$ cat src/rtl/core/lfps_pkg.sv
// Package of the line follow PID steering core: beat types, codes, constants and weights.
`default_nettype none

package lfps_pkg;

	// Widths fixed by the beat formats.
	localparam int unsigned SENSOR_W = 8;
	localparam int unsigned WSUM_W   = 9;
	localparam int unsigned MAG_W    = 8;
	localparam int unsigned CNT_W    = 4;
	localparam int unsigned ERR_W    = 8;
	localparam int unsigned DIFF_W   = 9;
	localparam int unsigned GAIN_W   = 16;
	localparam int unsigned ACC_W    = 34;
	localparam int unsigned PROD_W   = 32;

	// Configuration port.
	localparam int unsigned CFG_IDX_W  = 3;
	localparam int unsigned CFG_DATA_W = 16;

	localparam logic [CFG_IDX_W-1:0] CFG_GAIN_P         = 3'd0;
	localparam logic [CFG_IDX_W-1:0] CFG_GAIN_I         = 3'd1;
	localparam logic [CFG_IDX_W-1:0] CFG_GAIN_D         = 3'd2;
	localparam logic [CFG_IDX_W-1:0] CFG_INTEGRAL_LIMIT = 3'd3;
	localparam logic [CFG_IDX_W-1:0] CFG_END_THRESHOLD  = 3'd4;

	// Output saturation bounds.
	localparam logic signed [ACC_W-1:0] PID_MAX = 34'sd32767;
	localparam logic signed [ACC_W-1:0] PID_MIN = -34'sd32768;

	// Signed weight of each sensor, leftmost first.
	localparam logic signed [WSUM_W-1:0] WEIGHTS [SENSOR_W] = '{
		-9'sd80, -9'sd50, -9'sd15, -9'sd2, 9'sd2, 9'sd15, 9'sd50, 9'sd80
	};

	typedef struct packed {
		logic [7:0]         sensor_bits;
		logic               ramp_req;
		logic               restart;
		logic signed [31:0] start_yaw;
		logic               clear_end;
	} lfps_in_t;

	typedef struct packed {
		logic signed [31:0] yaw_cmd;
		logic signed [15:0] pid_out;
		logic               reached_end;
		logic               no_line;
		logic               ramp_request;
	} lfps_out_t;

	// Divider request and response.
	typedef struct packed {
		logic             start;
		logic             neg;
		logic [MAG_W-1:0] mag;
		logic [CNT_W-1:0] den;
	} lfps_div_req_t;

	typedef struct packed {
		logic                    done;
		logic signed [ERR_W-1:0] quot;
	} lfps_div_rsp_t;

	// Multiply-accumulate request.
	typedef struct packed {
		logic                     clear;
		logic                     en;
		logic signed [GAIN_W-1:0] a;
		logic signed [GAIN_W-1:0] b;
	} lfps_mac_req_t;

	typedef enum logic [2:0] {
		S_IDLE,
		S_DIV,
		S_SUM,
		S_MP,
		S_MI,
		S_MD,
		S_DRAIN,
		S_FIN
	} lfps_state_t;

endpackage

`default_nettype wire

$ cat src/rtl/core/lfps_div.sv
// Restoring divider of the sensor weight sum by the active count, one quotient bit a cycle.
`default_nettype none

module lfps_div
	import lfps_pkg::*;
(
	input  wire logic          clk,
	input  wire logic          arst_n,
	input  wire lfps_div_req_t req,
	output lfps_div_rsp_t      rsp
);

	localparam int unsigned STEP_W = $clog2(MAG_W);

	logic              busy_q;
	logic              done_q;
	logic [STEP_W-1:0] step_q;
	logic [CNT_W-1:0]  rem_q;
	logic [MAG_W-1:0]  quo_q;
	logic [CNT_W-1:0]  den_q;
	logic              neg_q;

	logic [CNT_W:0]    shifted;
	logic              fits;

	assign shifted = {rem_q, quo_q[MAG_W-1]};
	assign fits    = shifted >= {1'b0, den_q};

	always_ff @(posedge clk or negedge arst_n) begin
		if (!arst_n) begin
			busy_q <= 1'b0;
			done_q <= 1'b0;
			step_q <= '0;
		end else begin
			done_q <= 1'b0;
			if (req.start) begin
				busy_q <= 1'b1;
				step_q <= '0;
			end else if (busy_q) begin
				step_q <= step_q + 1'b1;
				if (step_q == STEP_W'(MAG_W - 1)) begin
					busy_q <= 1'b0;
					done_q <= 1'b1;
				end
			end
		end
	end

	always_ff @(posedge clk) begin
		if (req.start) begin
			rem_q <= '0;
			quo_q <= req.mag;
			den_q <= req.den;
			neg_q <= req.neg;
		end else if (busy_q) begin
			rem_q <= fits ? CNT_W'(shifted - {1'b0, den_q}) : shifted[CNT_W-1:0];
			quo_q <= {quo_q[MAG_W-2:0], fits};
		end
	end

	// The quotient never exceeds the largest weight, so it fits the error width.
	assign rsp.done = done_q;
	assign rsp.quot = neg_q ? -$signed(quo_q) : $signed(quo_q);

endmodule

`default_nettype wire

$ cat src/rtl/core/lfps_mac.sv
// Shared multiply-accumulate unit with a registered product.
`default_nettype none

module lfps_mac
	import lfps_pkg::*;
(
	input  wire logic                 clk,
	input  wire logic                 arst_n,
	input  wire lfps_mac_req_t        req,
	output logic signed [ACC_W-1:0]   acc
);

	logic                     prod_vld_s1;
	logic signed [PROD_W-1:0] prod_s1;
	logic signed [ACC_W-1:0]  acc_q;

	always_ff @(posedge clk or negedge arst_n) begin
		if (!arst_n) begin
			prod_vld_s1 <= 1'b0;
			acc_q       <= '0;
		end else begin
			prod_vld_s1 <= req.en;
			if (req.clear) begin
				acc_q <= '0;
			end else if (prod_vld_s1) begin
				acc_q <= acc_q + ACC_W'(prod_s1);
			end
		end
	end

	always_ff @(posedge clk) begin
		if (req.en) begin
			prod_s1 <= req.a * req.b;
		end
	end

	assign acc = acc_q;

endmodule

`default_nettype wire

$ cat src/rtl/core/line_follow_pid_steer_core.sv
// Top level of the line follow PID steering core: sequencer, state and beat registers.
`default_nettype none

// Channel  Direction  Handshake            Payload
// frame    in         frame_valid/stall    lfps_in_t  (sensor bits, restart, start yaw)
// steer    out        steer_valid/stall    lfps_out_t (yaw command, PID output, flags)
// cfg      in         cfg_valid/ready      cfg_index, cfg_data
//
// A frame with at least one active sensor goes from acceptance through the
// bit-serial divider, the integral clamp, the shared multiplier and the finish
// step back to the idle state, which takes the next frame. A frame with no
// active sensor skips the divider and goes straight to the integral clamp.
// Reset clears all loop state and loads the register defaults; no sweep follows.
// A result waits in the steer register while the next frame is already worked on;
// only the finish step waits when that register is still full and stalled.

module line_follow_pid_steer_core
	import lfps_pkg::*;
#(
	parameter int unsigned SENSOR_COUNT = 8
) (
	input  wire logic                  clk,
	input  wire logic                  arst_n,

	input  wire logic                  frame_valid,
	output logic                       frame_stall,
	input  wire lfps_in_t              frame,

	output logic                       steer_valid,
	input  wire logic                  steer_stall,
	output lfps_out_t                  steer,

	input  wire logic                  cfg_valid,
	output logic                       cfg_ready,
	input  wire logic [CFG_IDX_W-1:0]  cfg_index,
	input  wire logic [CFG_DATA_W-1:0] cfg_data
);

	// Only the first eight sensors carry a weight.
	localparam int unsigned USED_SENSORS = (SENSOR_COUNT < SENSOR_W) ? SENSOR_COUNT : SENSOR_W;

	// Configuration registers.
	logic signed [GAIN_W-1:0] gain_p_q;
	logic signed [GAIN_W-1:0] gain_i_q;
	logic signed [GAIN_W-1:0] gain_d_q;
	logic [14:0]              integral_limit_q;
	logic [CNT_W-1:0]         end_threshold_q;

	// Loop state.
	logic signed [15:0]       error_sum_q;
	logic signed [ERR_W-1:0]  last_error_q;
	logic signed [31:0]       yaw_target_q;
	logic                     end_seen_q;

	// Per-frame working registers.
	lfps_state_t              state_q, state_d;
	logic signed [ERR_W-1:0]  err_q;
	logic                     none_q;
	logic                     ramp_q;

	// Result register.
	logic                     steer_valid_q;
	lfps_out_t                steer_q;

	logic                     frame_acc;
	logic                     out_load;
	logic signed [WSUM_W-1:0] wsum;
	logic [CNT_W-1:0]         cnt;
	logic [WSUM_W-1:0]        wsum_abs;
	logic signed [ERR_W-1:0]  last_error_eff;

	logic signed [16:0]       sum_raw;
	logic signed [16:0]       limit_pos;
	logic signed [15:0]       sum_clamped;
	logic signed [DIFF_W-1:0] diff;
	logic signed [ACC_W-1:0]  acc;
	logic signed [15:0]       pid_sat;

	lfps_div_req_t            div_req;
	lfps_div_rsp_t            div_rsp;
	lfps_mac_req_t            mac_req;

	assign cfg_ready   = 1'b1;
	assign frame_stall = (state_q != S_IDLE);
	assign frame_acc   = frame_valid && !frame_stall;

	// Weighted sum and count of the active sensors in this frame.
	always_comb begin
		wsum = '0;
		cnt  = '0;
		for (int i = 0; i < SENSOR_W; i++) begin
			if ((i < USED_SENSORS) && frame.sensor_bits[i]) begin
				wsum = wsum + WEIGHTS[i];
				cnt  = cnt + 1'b1;
			end
		end
	end

	assign wsum_abs       = wsum[WSUM_W-1] ? WSUM_W'(-wsum) : wsum;
	assign last_error_eff = frame.restart ? '0 : last_error_q;

	// Integral update, clamped to the symmetric limit.
	assign limit_pos = $signed({2'b00, integral_limit_q});
	assign sum_raw   = 17'(error_sum_q) + 17'(err_q);

	always_comb begin
		if (sum_raw > limit_pos) begin
			sum_clamped = limit_pos[15:0];
		end else if (sum_raw < -limit_pos) begin
			sum_clamped = 16'(-limit_pos);
		end else begin
			sum_clamped = sum_raw[15:0];
		end
	end

	assign diff = DIFF_W'(err_q) - DIFF_W'(last_error_q);

	// Output saturation to 16-bit signed.
	always_comb begin
		if (acc > PID_MAX) begin
			pid_sat = PID_MAX[15:0];
		end else if (acc < PID_MIN) begin
			pid_sat = PID_MIN[15:0];
		end else begin
			pid_sat = acc[15:0];
		end
	end

	// Sequencer next state.
	always_comb begin
		state_d = state_q;
		unique case (state_q)
			S_IDLE: begin
				if (frame_acc) begin
					state_d = (cnt == '0) ? S_SUM : S_DIV;
				end
			end
			S_DIV: begin
				if (div_rsp.done) begin
					state_d = S_SUM;
				end
			end
			S_SUM:   state_d = S_MP;
			S_MP:    state_d = S_MI;
			S_MI:    state_d = S_MD;
			S_MD:    state_d = S_DRAIN;
			S_DRAIN: state_d = S_FIN;
			S_FIN: begin
				if (!steer_valid_q || !steer_stall) begin
					state_d = S_IDLE;
				end
			end
			default: state_d = S_IDLE;
		endcase
	end

	// Sequencer outputs: divider start, multiplier operands, result load.
	always_comb begin
		div_req.start = 1'b0;
		div_req.neg   = wsum[WSUM_W-1];
		div_req.mag   = wsum_abs[MAG_W-1:0];
		div_req.den   = cnt;
		mac_req.clear = 1'b0;
		mac_req.en    = 1'b0;
		mac_req.a     = gain_p_q;
		mac_req.b     = GAIN_W'(err_q);
		out_load      = 1'b0;
		unique case (state_q)
			S_IDLE: begin
				div_req.start = frame_acc && (cnt != '0);
			end
			S_MP: begin
				mac_req.clear = 1'b1;
				mac_req.en    = 1'b1;
			end
			S_MI: begin
				mac_req.en = 1'b1;
				mac_req.a  = gain_i_q;
				mac_req.b  = error_sum_q;
			end
			S_MD: begin
				mac_req.en = 1'b1;
				mac_req.a  = gain_d_q;
				mac_req.b  = GAIN_W'(diff);
			end
			S_FIN: begin
				out_load = !steer_valid_q || !steer_stall;
			end
			default: begin
			end
		endcase
	end

	always_ff @(posedge clk or negedge arst_n) begin
		if (!arst_n) begin
			state_q <= S_IDLE;
		end else begin
			state_q <= state_d;
		end
	end

	// Configuration writes; indexes past the list are ignored.
	always_ff @(posedge clk or negedge arst_n) begin
		if (!arst_n) begin
			gain_p_q         <= 16'sd8;
			gain_i_q         <= '0;
			gain_d_q         <= '0;
			integral_limit_q <= 15'd10000;
			end_threshold_q  <= 4'd7;
		end else if (cfg_valid && cfg_ready) begin
			unique case (cfg_index)
				CFG_GAIN_P:         gain_p_q         <= cfg_data;
				CFG_GAIN_I:         gain_i_q         <= cfg_data;
				CFG_GAIN_D:         gain_d_q         <= cfg_data;
				CFG_INTEGRAL_LIMIT: integral_limit_q <= cfg_data[14:0];
				CFG_END_THRESHOLD:  end_threshold_q  <= cfg_data[CNT_W-1:0];
				default: begin
				end
			endcase
		end
	end

	// Loop state. Clear-end and restart take effect as the frame is taken, and the
	// end flag then picks up this frame's count.
	always_ff @(posedge clk or negedge arst_n) begin
		if (!arst_n) begin
			error_sum_q  <= '0;
			last_error_q <= '0;
			yaw_target_q <= '0;
			end_seen_q   <= 1'b0;
		end else begin
			if (frame_acc) begin
				end_seen_q <= (cnt >= end_threshold_q) ||
				              (end_seen_q && !frame.restart && !frame.clear_end);
				if (frame.restart) begin
					yaw_target_q <= frame.start_yaw;
					error_sum_q  <= '0;
					last_error_q <= '0;
				end
			end
			if (state_q == S_SUM) begin
				error_sum_q <= sum_clamped;
			end
			if (out_load) begin
				last_error_q <= err_q;
				yaw_target_q <= yaw_target_q + 32'(pid_sat);
			end
		end
	end

	// Frame working registers. With no active sensor the error repeats, or is zero on a restart.
	always_ff @(posedge clk) begin
		if (frame_acc) begin
			none_q <= (cnt == '0);
			ramp_q <= frame.ramp_req;
			err_q  <= last_error_eff;
		end else if (state_q == S_DIV && div_rsp.done) begin
			err_q <= div_rsp.quot;
		end
	end

	// Result register.
	always_ff @(posedge clk or negedge arst_n) begin
		if (!arst_n) begin
			steer_valid_q <= 1'b0;
		end else if (out_load) begin
			steer_valid_q <= 1'b1;
		end else if (!steer_stall) begin
			steer_valid_q <= 1'b0;
		end
	end

	always_ff @(posedge clk) begin
		if (out_load) begin
			steer_q.yaw_cmd      <= yaw_target_q + 32'(pid_sat);
			steer_q.pid_out      <= pid_sat;
			steer_q.reached_end  <= end_seen_q;
			steer_q.no_line      <= none_q;
			steer_q.ramp_request <= ramp_q;
		end
	end

	assign steer_valid = steer_valid_q;
	assign steer       = steer_q;

	lfps_div u_div (
		.clk    (clk),
		.arst_n (arst_n),
		.req    (div_req),
		.rsp    (div_rsp)
	);

	lfps_mac u_mac (
		.clk    (clk),
		.arst_n (arst_n),
		.req    (mac_req),
		.acc    (acc)
	);

endmodule

`default_nettype wire

$ cat config.mk
export PLATFORM = sky130hd
export DESIGN_NAME = line_follow_pid_steer_core
export DESIGN_NICKNAME = d
export VERILOG_FILES = /design/src/rtl/core/lfps_pkg.sv /design/src/rtl/core/lfps_div.sv /design/src/rtl/core/lfps_mac.sv /design/src/rtl/core/line_follow_pid_steer_core.sv
export SDC_FILE = /design/constraint.sdc
export NUM_CORES = 1
export LEC_CHECK = 0
export ABC_CLOCK_PERIOD_IN_PS = 9180
export BUFFER_PORTS_ARGS = -buffer_cell sky130_fd_sc_hd__buf_2
export CAP_MARGIN = 20
export CORE_UTILIZATION = 58
export CTS_CLUSTER_SIZE = 28
export DETAILED_ROUTE_END_ITERATION = 6
export PLACE_DENSITY = 0.79
export SLEW_MARGIN = 0
export SYNTH_ARGS = -nofsm -noshare
export SYNTH_HDL_FRONTEND = slang
export SYNTH_SLANG_ARGS = --single-unit
$ cat constraint.sdc
create_clock -name clk -period 9.18 [get_ports clk]
set_clock_uncertainty 0.2 [all_clocks]
set_input_delay 0.459 -clock clk [delete_from_list [all_inputs] [get_ports clk]]
set_output_delay 0.459 -clock clk [all_outputs]
set_load 0.005 [all_outputs]
# == Yosys cells after proc, flatten, opt, wreduce, memory -nomap -nowiden ==
# Index checks and enable logic that the tools add are counted.
# word_totals
out_inout_bits,54
ff_bits,278
in_bits,67
# op_classes
eq_ne,16
order_cmp,6
add_sub_neg,23
multipliers,1
reduce_logical,33
mux,58
# op_table
op,count
2-to-1 mux 16 bit,7
2-to-1 mux 32 bit,3
2-to-1 mux 8 bit,9
2-to-1 mux 9 bit,8
2-to-1 mux 34 bit,2
case mux 32 bit (2 select lines),1
adder 34 x 32 -> 34 bit,1
greater-than comparator 34 x 16 -> 1 bit (second input constant),1
less-than comparator 34 x 16 -> 1 bit (second input constant),1
adder 32 x 16 -> 32 bit,1
multiplier 16 x 16 -> 32 bit,1
2-to-1 mux 4 bit,7
adder 4 x 1 -> 4 bit (second input constant),6
case mux 3 bit (8 select lines),1
adder 9 x 5 -> 9 bit (second input constant),2
adder 9 x 7 -> 9 bit (second input constant),2
equality test 3 bit (second input constant),6
adder 16 x 8 -> 17 bit,1
greater-than comparator 17 x 16 -> 1 bit,1
less-than comparator 17 bit,1
negation 15 -> 17 bit,1
negation 8 bit,2
2-to-1 mux 3 bit,5
AND reduction 2 bit,7
other kinds (25),60

# == Longest topological paths before layout ==
# depth
word_depth,19
mapped_depth,39

# == Hierarchy ==
# A second synthesis with hierarchy kept.
# unflattened
cells_unflattened,2981
area_unflattened_um2,28406.0
# by_module_without_submodules
mod,area_per_inst_um2,n_inst,seq_area_each_um2,cells_each
lfps_mac,13992.2,1,1836.8,1506
line_follow_pid_steer_core,13203.9,1,5046.1,1368
lfps_div,1209.9,1,595.6,107

# == Least setup slack after synthesis ==
# OpenSTA, ideal clock, no wires.
# synth_timing
path_kind,register to register
startpoint,register err_q[0]
endpoint,register u_mac.prod_s1[30] (data pin)
t_arrival_ns,8.502
n_path_buf,2
setup_slack_ns,0.220
synth_period_minus_slack_ns,8.960
t_required_ns,8.722
stages_incl_launch_ff,38
path_cell_list,edfxtp_1 inv_1 ha_1 inv_1 fa_1 a21o_1 a21o_1 a21o_1 a21oi_1 nor2b_1 nor3_1 mux2_2 a21o_1 clkbuf_1 o21a_1 clkbuf_1 nand2_1 fa_1 (+2 left out) fa_1 fa_1 fa_1 inv_1 fa_1 inv_1 ha_1 a21o_1 a21o_1 a21o_1 a21o_1 a221oi_1 o22ai_1 a211o_1 a21oi_1 o21bai_1 a21oi_1 xnor2_1
# synth_via
elab_chain_len,3
# synth_rtl
element,line_no,rtl
start: declaration,line_follow_pid_steer_core.sv:57,logic signed [ERR_W-1:0] err_q;
start signal: assignment,line_follow_pid_steer_core.sv:256,err_q <= last_error_eff;
start signal: assignment,line_follow_pid_steer_core.sv:258,err_q <= div_rsp.quot;
subtractor 8 x 8 -> 9 bit,line_follow_pid_steer_core.sv:116,assign diff = DIFF_W'(err_q) - DIFF_W'(last_error_q);
case mux 32 bit (2 select lines) *,line_follow_pid_steer_core.sv:168,unique case (state_q)
multiplier 16 x 16 -> 32 bit *,lfps_mac.sv:33,prod_s1 <= req.a * req.b;
end signal: assignment,lfps_mac.sv:33,
end: declaration,lfps_mac.sv:14,logic signed [PROD_W-1:0] prod_s1;
# Every way passes the cells marked *; elsewhere a longest branch is shown, timed or not.
# A chain may end at the register's enable or synchronous reset.

# == Worst setup path in the final report ==
# layout_timing
startpoint,register err_q[0]
endpoint,register u_mac.prod_s1[31] (data pin)
# The elaborated chain is that of the path after synthesis.

==> summary.txt <==
LOGIC SYNTHESIS
--------------------------------------------------------------------------------
Yosys top cell by area ............................................ sky130_fd_sc_hd__fa_1
Synth Flop Type ................................................... sky130_fd_sc_hd__dfrtp_1
Number of nets in the synthesized netlist .........................         3515
Number of flops mapped to enable cells by yosys ...................          106
Fraction of post-synthesis cell area in the top cell type by area .        19.1%
Number of standard cells after synthesis ..........................         2949
Synthesized area per cell .........................................   9.51 sq um
Share of synthesized area occupied by flip-flops and latches ......        26.7%
Count of cell types in the netlist ................................          100
Share of synthesized registers carrying an async set or reset .....        60.4%
Synth area leaders ................................................ sky130_fd_sc_hd__fa_1, sky130_fd_sc_hd__dfrtp_1, sky130_fd_sc_hd__edfxtp_1
FF+latch count, synth .............................................          278
Mapped Area .......................................................  28100 sq um
Warnings, synthesis ...............................................            0

CLOCK NETWORK
--------------------------------------------------------------------------------
CTS tree ..........................................................          yes
Clock root buffer ................................................. sky130_fd_sc_hd__clkbuf_16
Clock latency on the worst-skew pair ..............................      0.56 ns
Max Root-Sink Buffers .............................................            3
Number of clock buffers inserted by TritonCTS .....................           34
Number of sinks driven by the clock tree ..........................          278
H-tree depth ......................................................            2
Reg clk slew, reported paths ......................................      0.07 ns

GRT
--------------------------------------------------------------------------------
Pin count of the biggest net entering global routing ..............          113
Initial antenna violation count ...................................            0
Sum of overflow across all layers after global routing ............            0
Via count of the first global-routing pass ........................        22600
First-pass GRT wire length ........................................    115000 um
Global router's overall resource usage ............................        29.0%

FINAL LAYOUT
--------------------------------------------------------------------------------
Share of the core filled with cells in the final layout ...........        64.7%
Post-layout nets ..................................................         3653
P&R area growth vs syn ............................................        10.1%
Proportion of layout cells with a drive suffix above 1 ............        12.0%
Most common cell after layout, fill and taps aside ................ sky130_fd_sc_hd__inv_1
Most frequent cells in the layout ................................. sky130_fd_sc_hd__inv_1, sky130_fd_sc_hd__nand2_1, sky130_fd_sc_hd__fa_1
Count of antenna diodes in the layout .............................            0

OUTCOME
--------------------------------------------------------------------------------
Status ............................................................ finished, final reports clean

ROUTING
--------------------------------------------------------------------------------
Residual antenna-violating net count after detailed routing .......            0
DRT Pass-1 Iters ..................................................            5
Via density .......................................................         5.89
DR vias ...........................................................        22000
Violation count after the first detailed-routing iteration ........         1772
Number of remaining DRC errors ....................................            0
Routed Wire Length ................................................     70000 um
Per-cell routed wire length .......................................      18.8 um

PLACEMENT
--------------------------------------------------------------------------------
Half-perimeter wire length of the detailed placement result .......     54500 um
Port Buffer Count .................................................          119
Final RePlAce weighted congestion .................................        0.963

TIMING
--------------------------------------------------------------------------------
Slew HR ...........................................................        28.9%
Total count of max-transition violations in the final report ......            0
Final hold vios ...................................................            0
Minimum clock period after layout .................................      8.86 ns
Worst Tran Pin Value ..............................................      1.07 ns
Total of endpoints with negative setup slack in the final report ..            0
Ratio of final minimum period to clock period .....................        96.5%
Fmax achieved .....................................................      113 MHz
Unrepaired setup endpoints after global routing ...................         true

WORST SETUP PATH
--------------------------------------------------------------------------------
Worst Setup Start Kind ............................................         flop
Data required, critical path ......................................      9.28 ns
Critical setup path kind ..........................................      reg2reg
Critical Path Sink Type ...........................................         flop
Critical Path Slowest Stage Cell .................................. sky130_fd_sc_hd__fa_1
Critical path buffer and inverter count ...........................            8
Crit path DAT .....................................................      8.96 ns
Cell class contributing the biggest share of worst-path delay .....  adder cells
Worst-path fanout max .............................................           16
Slowest stage delay, CP ...........................................      0.58 ns

MIN PATH
--------------------------------------------------------------------------------
HP Class ..........................................................       in2reg

DIE
--------------------------------------------------------------------------------
Count of standard-cell rows .......................................           80
Overall die area ..................................................  49200 sq um
Vertical die dimension ............................................       222 um
Die width .........................................................       222 um
Total I/O pin count ...............................................          121
Initial core utilization ..........................................        58.8%
Core area .........................................................  47700 sq um

RUN
--------------------------------------------------------------------------------
Max capacitance violation total ...................................            0

==> cells in the mapped netlist (67+ instances only) <==
library cell,number
sky130_fd_sc_hd__mux2_2,72
sky130_fd_sc_hd__nor2_1,240
sky130_fd_sc_hd__mux2i_1,92
sky130_fd_sc_hd__dfrtp_1,159
sky130_fd_sc_hd__xnor2_1,120
sky130_fd_sc_hd__nand2_1,304
sky130_fd_sc_hd__inv_1,389
sky130_fd_sc_hd__ha_1,232
sky130_fd_sc_hd__o21ai_0,134
sky130_fd_sc_hd__clkbuf_1,67
sky130_fd_sc_hd__a21oi_1,131
sky130_fd_sc_hd__fa_1,267
sky130_fd_sc_hd__edfxtp_1,106
==> flip-flops by register name (all words and copies together) (netlist names), 3 cells and up <==
register / flops
gain_i_q: 16
state_q: 3
u_div.step_q: 3
yaw_target_q: 32
u_mac.acc: 34
u_mac.prod_s1: 32
err_q: 8
gain_d_q: 16
u_div.quo_q: 8
steer: 51
gain_p_q: 16
integral_limit_q: 15
last_error_q: 8
u_div.rem_q: 4
u_div.den_q: 4
error_sum_q: 16
end_threshold_q: 4
==> kinds of logic after synthesis <==
| logic type | Yosys count | synth area share, % |
|---|---|---|
| other | 1 | 0.0134 |
| muxes | 164 | 6.17 |
| buffers and inverters | 484 | 6.70 |
| DFF | 278 | 26.7 |
| adders and majority gates | 501 | 29.5 |
| and+or+nand+nor | 814 | 13.3 |
| xor gates and xnor gates | 172 | 5.42 |
| AOI/OAI and AO/OA | 535 | 12.2 |
==> final timing paths <==
check	start	to	slack, ns	cells after the start
min	frame[29]	yaw_target_q[28]	0.02	3
max reg2reg	err_q[0]	u_mac.prod_s1[31]	0.32	37
min reg2reg	none_q	steer[1]	0.22	0
max in group asynchronous	arst_n	u_mac.prod_vld_s1	7.50	3
min in group asynchronous	arst_n	yaw_target_q[21]	0.17	2
max	err_q[0]	u_mac.prod_s1[31]	0.32	37
==> per-layer routing <==
| layer | vias to the layer above | routed length [um] | GRT usage [%] |
|---|---|---|---|
| li1 | 10100 | - | - |
| met1 | 10900 | 30000 | 38.2 |
| met2 | 797 | 34000 | 49.5 |
| met3 | 130 | 3880 | 3.37 |
| met4 | 0 | 2080 | 9.99 |
| met5 | - | 0 | 0 |
==> stage by stage <==
stage | hold slack (ns) | TNS (ns) | instances | instance area [sq um] | setup slack (ns)
after floorplan | -0.0366 | 0 | 2949 | 28100 | 0.220
after global placement | 0.182 | 0 | 3638 | 29400 | 0.165
after detailed placement | 0.175 | -0.189 | 3638 | 29400 | -0.0759
after CTS | 0.00189 | 0 | 3718 | 30700 | 0.0336
after global routing | 0.0182 | -0.114 | 3728 | 30900 | -0.101
final | 0.0228 | 0 | 3728 | 30900 | 0.322
==> final cells by class <==
cell class,instances,area (sq um)
Sequential cell,278,7480
Tap cell,615,769
Inverter,391,1470
Clock buffer,51,965
Multi-Input combinational cell,2187,18800
Fill cell,3735,16800
Timing Repair Buffer,195,1280
Clock inverter,11,130
==> tightest hold or removal path: cells and delay by family <==
| family | cells | cell delay (ns) |
|---|---|---|
| AO/OA/AOI/OAI | 1 | 0.14 |
| multiplexers | 1 | 0.05 |
| buffers and inverters | 1 | 0.09 |
==> repair_timing <==
item	in CTS	in global routing
buffers inserted	0	7
endpoints found under the setup margin	3	8
pin swaps	0	5
hold endpoints to repair	60	0
resized for setup	2	27
hold buffers	18	0
Power is left out: the tool's default activity adds up to more than one toggle a clock period on the data nets, which glitch-free logic cannot reach.
